## config.mk

```make
export PLATFORM = sky130hd
export DESIGN_NAME = tmse_seq
export DESIGN_NICKNAME = d
export VERILOG_FILES = /design/src/sv/tmse_pkg.sv /design/src/sv/tmse_seq.sv
export SDC_FILE = /design/constraint.sdc
export NUM_CORES = 1
export LEC_CHECK = 0
export BUFFER_PORTS_ARGS = -buffer_cell sky130_fd_sc_hd__buf_2
export CAP_MARGIN = 20
export CORE_MARGIN = 2
export CORE_UTILIZATION = 39
export DETAILED_ROUTE_END_ITERATION = 8
export RECOVER_POWER = 100
export SETUP_SLACK_MARGIN = 0.05
export SYNTH_ARGS = -nofsm -noshare
export SYNTH_HDL_FRONTEND = slang
export SYNTH_SLANG_ARGS = --single-unit
```

## constraint.sdc

```tcl
create_clock -name i_clk -period 4.4 [get_ports i_clk]
set_clock_uncertainty 0.1 [all_clocks]
set_input_delay 0.88 -clock i_clk [delete_from_list [all_inputs] [get_ports i_clk]]
set_output_delay 0.88 -clock i_clk [all_outputs]
set_load 0.02 [all_outputs]
```

## src/sv/tmse_pkg.sv

```systemverilog
// ----------------------------------------------------------------------------
// tmse_pkg
// Shared types and codes of the Turing machine step engine: request and
// response payloads, operation and status codes, sequencer phases.
// ----------------------------------------------------------------------------
`default_nettype none

package tmse_pkg;

    typedef enum logic [2:0] {
        OP_WRITE_RULE = 3'd0,
        OP_WRITE_CELL = 3'd1,
        OP_START      = 3'd2,
        OP_STEP       = 3'd3,
        OP_READ_CELL  = 3'd4
    } t_op;

    typedef enum logic [2:0] {
        ST_IDLE    = 3'd0,
        ST_RUN     = 3'd1,
        ST_ACCEPT  = 3'd2,
        ST_REJECT  = 3'd3,
        ST_EDGE    = 3'd4,
        ST_NO_RULE = 3'd5
    } t_status;

    localparam logic [1:0] MV_LEFT  = 2'd0;
    localparam logic [1:0] MV_RIGHT = 2'd1;
    localparam logic [1:0] MV_STAY  = 2'd2;

    localparam logic [2:0] CFG_START_STATE  = 3'd0;
    localparam logic [2:0] CFG_HALT_STATE   = 3'd1;
    localparam logic [2:0] CFG_REJECT_STATE = 3'd2;
    localparam logic [2:0] CFG_START_HEAD   = 3'd3;
    localparam logic [2:0] CFG_BLANK_SYMBOL = 3'd4;

    localparam logic [7:0] BLANK_RESET = 8'd66;

    typedef struct packed {
        logic [2:0] operation;
        logic [4:0] rule_state;
        logic [7:0] rule_symbol;
        logic [4:0] next_state;
        logic [7:0] write_symbol;
        logic [1:0] move;
        logic [9:0] tape_address;
        logic [7:0] tape_symbol;
    } t_req;

    typedef struct packed {
        t_status    status;
        logic [4:0] current_state;
        logic [9:0] head_position;
        logic [7:0] read_symbol;
    } t_rsp;

    typedef enum logic [1:0] {
        PH_CLEAR = 2'd0,
        PH_IDLE  = 2'd1,
        PH_RULE  = 2'd2,
        PH_EXEC  = 2'd3
    } t_phase;

    typedef struct packed {
        logic clearing;
        logic idle;
        logic rule_rd;
        logic exec;
        logic clr_last;
    } t_seq_ctl;

endpackage

`default_nettype wire

```

## src/sv/tmse_seq.sv

```systemverilog
// ----------------------------------------------------------------------------
// tmse_seq
// Phase sequencer: clearing pass after reset, then accept, rule read and
// execute phases for one request at a time.
// ----------------------------------------------------------------------------
`default_nettype none

module tmse_seq
    import tmse_pkg::*;
#(
    parameter int CLR_DEPTH = 8192,
    parameter int CLR_W     = $clog2(CLR_DEPTH)
) (
    input  wire logic             i_clk,
    input  wire logic             i_rst_n,
    input  wire logic             i_req_fire,
    input  wire logic             i_advance,
    output t_seq_ctl              o_ctl,
    output logic      [CLR_W-1:0] o_clr_addr
);

    t_phase           r_phase, n_phase;
    logic [CLR_W-1:0] r_clr, n_clr;

    always_ff @(posedge i_clk) begin
        if (!i_rst_n) begin
            r_phase <= PH_CLEAR;
            r_clr   <= '0;
        end else begin
            r_phase <= n_phase;
            r_clr   <= n_clr;
        end
    end

    always_comb begin
        n_phase        = r_phase;
        n_clr          = r_clr;
        o_ctl          = '0;
        o_ctl.clr_last = (r_clr == CLR_W'(CLR_DEPTH - 1));
        case (r_phase)
            PH_CLEAR: begin
                o_ctl.clearing = 1'b1;
                n_clr          = r_clr + CLR_W'(1);
                if (o_ctl.clr_last) begin
                    n_phase = PH_IDLE;
                end
            end
            PH_IDLE: begin
                o_ctl.idle = 1'b1;
                if (i_req_fire) begin
                    n_phase = PH_RULE;
                end
            end
            PH_RULE: begin
                o_ctl.rule_rd = 1'b1;
                n_phase       = PH_EXEC;
            end
            PH_EXEC: begin
                o_ctl.exec = 1'b1;
                if (i_advance) begin
                    n_phase = PH_IDLE;
                end
            end
            default: begin
                n_phase = PH_IDLE;
            end
        endcase
    end

    assign o_clr_addr = r_clr;

endmodule

`default_nettype wire

```

==> results <==
- In the layout the commonest cells are clkbuf_1, dfxtp_1, nor2_1, xor2_1.
- The number of detailed-route iterations in the first pass is 3.
- The worst ir drop on vdd is 0.196 mV.
- For this run, design rule violations remaining after detail routing come to 0.
- Cells with a size suffix above 1 make up 8.57% of the layout.
- For this run, the slowest stage of the critical path takes 0.39 ns.
- Of all flip-flops after synthesis, the portion carrying an async set or reset was 0%.
- The flow ran to the end, and the final reports show no timing, DRC or antenna violations.
- The reported leakage power is 0.000351 uW.
- The total clock sinks is 15.
- The clock transition time at the flip-flop clock pins of the worst setup and hold paths is 0.09 ns.
- The last weighted congestion value of the routability-driven placer is 0.701.
- For this block, the initial DRC count from the detailed router was 3.
- Clock latency on the worst-skew pair, taken at its later pin, is 0.28 ns.
- Averaged over all synthesized cells, the footprint is 9.29 um^2.
- Setup violations remaining at the end of the flow were counted as 0.
- Yosys mapped a number of flops with a built-in enable equal to 0.
- The synthesized net count is 91.
- The detailed router put a total of 717 um of wire on met1.
- Walking the worst path, the cells encountered are ha_1, nand3_1, nor4_1, clkbuf_1.
- The total grt overflow is 0.
- The upper clock frequency limit is 409 MHz.
- The number of different library cells used by synthesis comes to 24.
- STA classifies the critical path startpoint as a register.
- The number of nets in the final layout is 115.
- The number of vias per cell is 4.77.
- Across the run, the number of max-cap violations was 0.
- The routed length on met2 is 640 um.
- The setup TNS after final layout is 0 ns.
- STA puts the critical path data required time at 3.42 ns.
- Setup repair after global routing left no endpoint under its margin.
- Compared with the post-synthesis result, the final layout area differs by 14.8%.
- Entering global routing, the biggest net connects 16 pins.
- The maximum fanout encountered on the critical timing path is 4.
- The min-delay analysis places its worst path in the category reg -> reg.
- In the detailed route, the total length drawn on met3 is 83 um.
- The count of port buffers added during placement is 21.
- The number of endpoints with negative hold slack in the final report is 0.
- The total inserted antenna cells is 0.
- For this design, the CTS-stage hold fixing added 0 buffers.
- The total routed wirelength is 1460 um.
- The transition time of the tightest slew-check pin is 0.736 ns.
- The number of buffers on the longest clock path is 2.
- The initial antenna violation count is 0.
- The number of H-tree branching levels is 1.
- The share of the yosys chip area belonging to registers is 39.4%.
- The setup check on the worst reg-to-reg path leaves a slack of 2.46 ns.
- Gates resized during post-CTS repair numbered 0.
- The starting utilization of the core area is 42.7%.
- The path type of the worst setup path is reg -> out.
- The top metal layer carrying routed signals is met4.
- Clock tree synthesis inserted a total of 3 buffers.
- Global routing used 13.1% of the available tracks across all layers.
- The number of global-route vias before repair is 481.
- The die span in y is 48.2 um.
- The root buffer cell chosen for the clock tree is clkbuf_4.
- After synthesis the cells add up to 762 um^2.
- Once detail routing completed, the nets flagged for antenna violations numbered 0.
- The post-synthesis cell count is 82.
- The completed layout was analyzed and its total power is 357 uW.
- In this run, synthesis produced a sequential element count of 15.
- The library cell used most frequently in the layout, excluding fill and tap cells, is clkbuf_1.
- The number of top-level pins is 22.
- Data on the critical path arrives at its endpoint at 1.47 ns.
- The final cycle utilization of the critical path is 55.6%.
- The cell type of the slowest stage on the worst timing path is dfxtp_1.
- From left edge to right edge, the die measures 48.2 um.
- Detailed placement ended at an HPWL of 1060 um.
- The routed length per instance is 11.2 um.
- The worst pin sits at a relative slew slack of 50.3%.
- For this run, the number of Yosys warnings is 0.
- The number of setup buffers added after CTS is 0.
- The wire length of the first global-routing pass is 2060 um.
- The placeable core region is 1780 um^2.
- The number of placement rows is 15.
- The minimum clock period after layout is 2.45 ns.
- The worst setup path is captured at an output port.
- Power spread over the standard cell area amounts to 408 nW/um^2.
- The most frequently used flop master after synthesis is dfxtp_1.
- TritonCTS built the clock tree.
- The final count of pins violating max slew is 0.
- The die covers 2320 um^2.
- The overall via count from detail_route is 620.
## stage by stage
| stage | cells | worst slack [ns] | instance area [um^2] | util, % | hold slack (ns) |
|---|---|---|---|---|---|
| after floorplan | 82 | 1.94 | 762 | - | 0.424 |
| after global routing | 130 | 1.86 | 875 | 49.1 | 0.431 |
| after CTS | 130 | 1.98 | 917 | 51.4 | 0.411 |
| after detailed placement | 126 | 2.29 | 891 | 50.0 | 0.396 |
| after global placement | 126 | 2.29 | 891 | 50.0 | 0.385 |
| final | 130 | 1.95 | 875 | 49.1 | 0.404 |
## layout make-up
cell class | instances | area (um^2)
fill | 190 | 908
multi-input combinational | 59 | 413
sequential | 15 | 300
timing repair buffer | 21 | 81.3
tap | 25 | 31.3
clock buffer | 4 | 26.3
inverter | 6 | 22.5
## layer usage
layer,track usage (%),vias to the layer above
met5,0,-
met4,9.73,0
met3,2.22,2
met2,20.3,15
met1,16.2,274
li1,-,329
## worst max-delay path, delay by kind of cell (launching register included)
kind | cells | cell delay, ns
fa+ha+maj | 1 | 0.20
buf+inv | 1 | 0.27
flops | 1 | 0.39
simple gates | 2 | 0.32
## logic make-up after synthesis
kind of cell / after synthesis / share of synthesized area (%)
simple gates: 35 / 25.5
flops: 15 / 39.4
xor+xnor: 10 / 11.5
compound gates: 8 / 10.2
buf+inv: 8 / 3.94
fa+ha+maj: 5 / 8.21
mux: 1 / 1.31
## state kept, by name (all words and copies together) (netlist names)
| signal | cells |
|---|---|
| r_phase | 2 |
| o_clr_addr | 13 |
## report_power, final
part	total, uW	internal, uW	switching (uW)
combinational	111	40.3	71.2
sequential	166	150	15.4
clock	79.4	35.2	44.3
## synthesized netlist by cell type (all sizes together), types with 2 or more instances
cell | count | share of area, %
nand4 | 5 | 6.9
a21oi | 2 | 1.3
and4 | 2 | 2.5
dfxtp | 15 | 39
and3 | 2 | 1.6
xor2 | 7 | 8.0
nand2 | 6 | 3.0
inv | 6 | 3.0
o21bai | 2 | 2.0
nor2 | 13 | 6.4
nand3 | 4 | 2.6
xnor2 | 3 | 3.4
ha | 5 | 8.2
nor4 | 3 | 2.5
## path summary, 6_finish.rpt
kind | end | from | cells past startpoint
worst max register to register | r_phase[0] | o_clr_addr[8] | 4
worst min-delay path | o_clr_addr[12] | o_clr_addr[12] | 2
worst max-delay path | o_ctl[0] | o_clr_addr[0] | 4
worst min register to register | o_clr_addr[12] | o_clr_addr[12] | 2
Note: power is estimated with default switching activity, not from simulation.
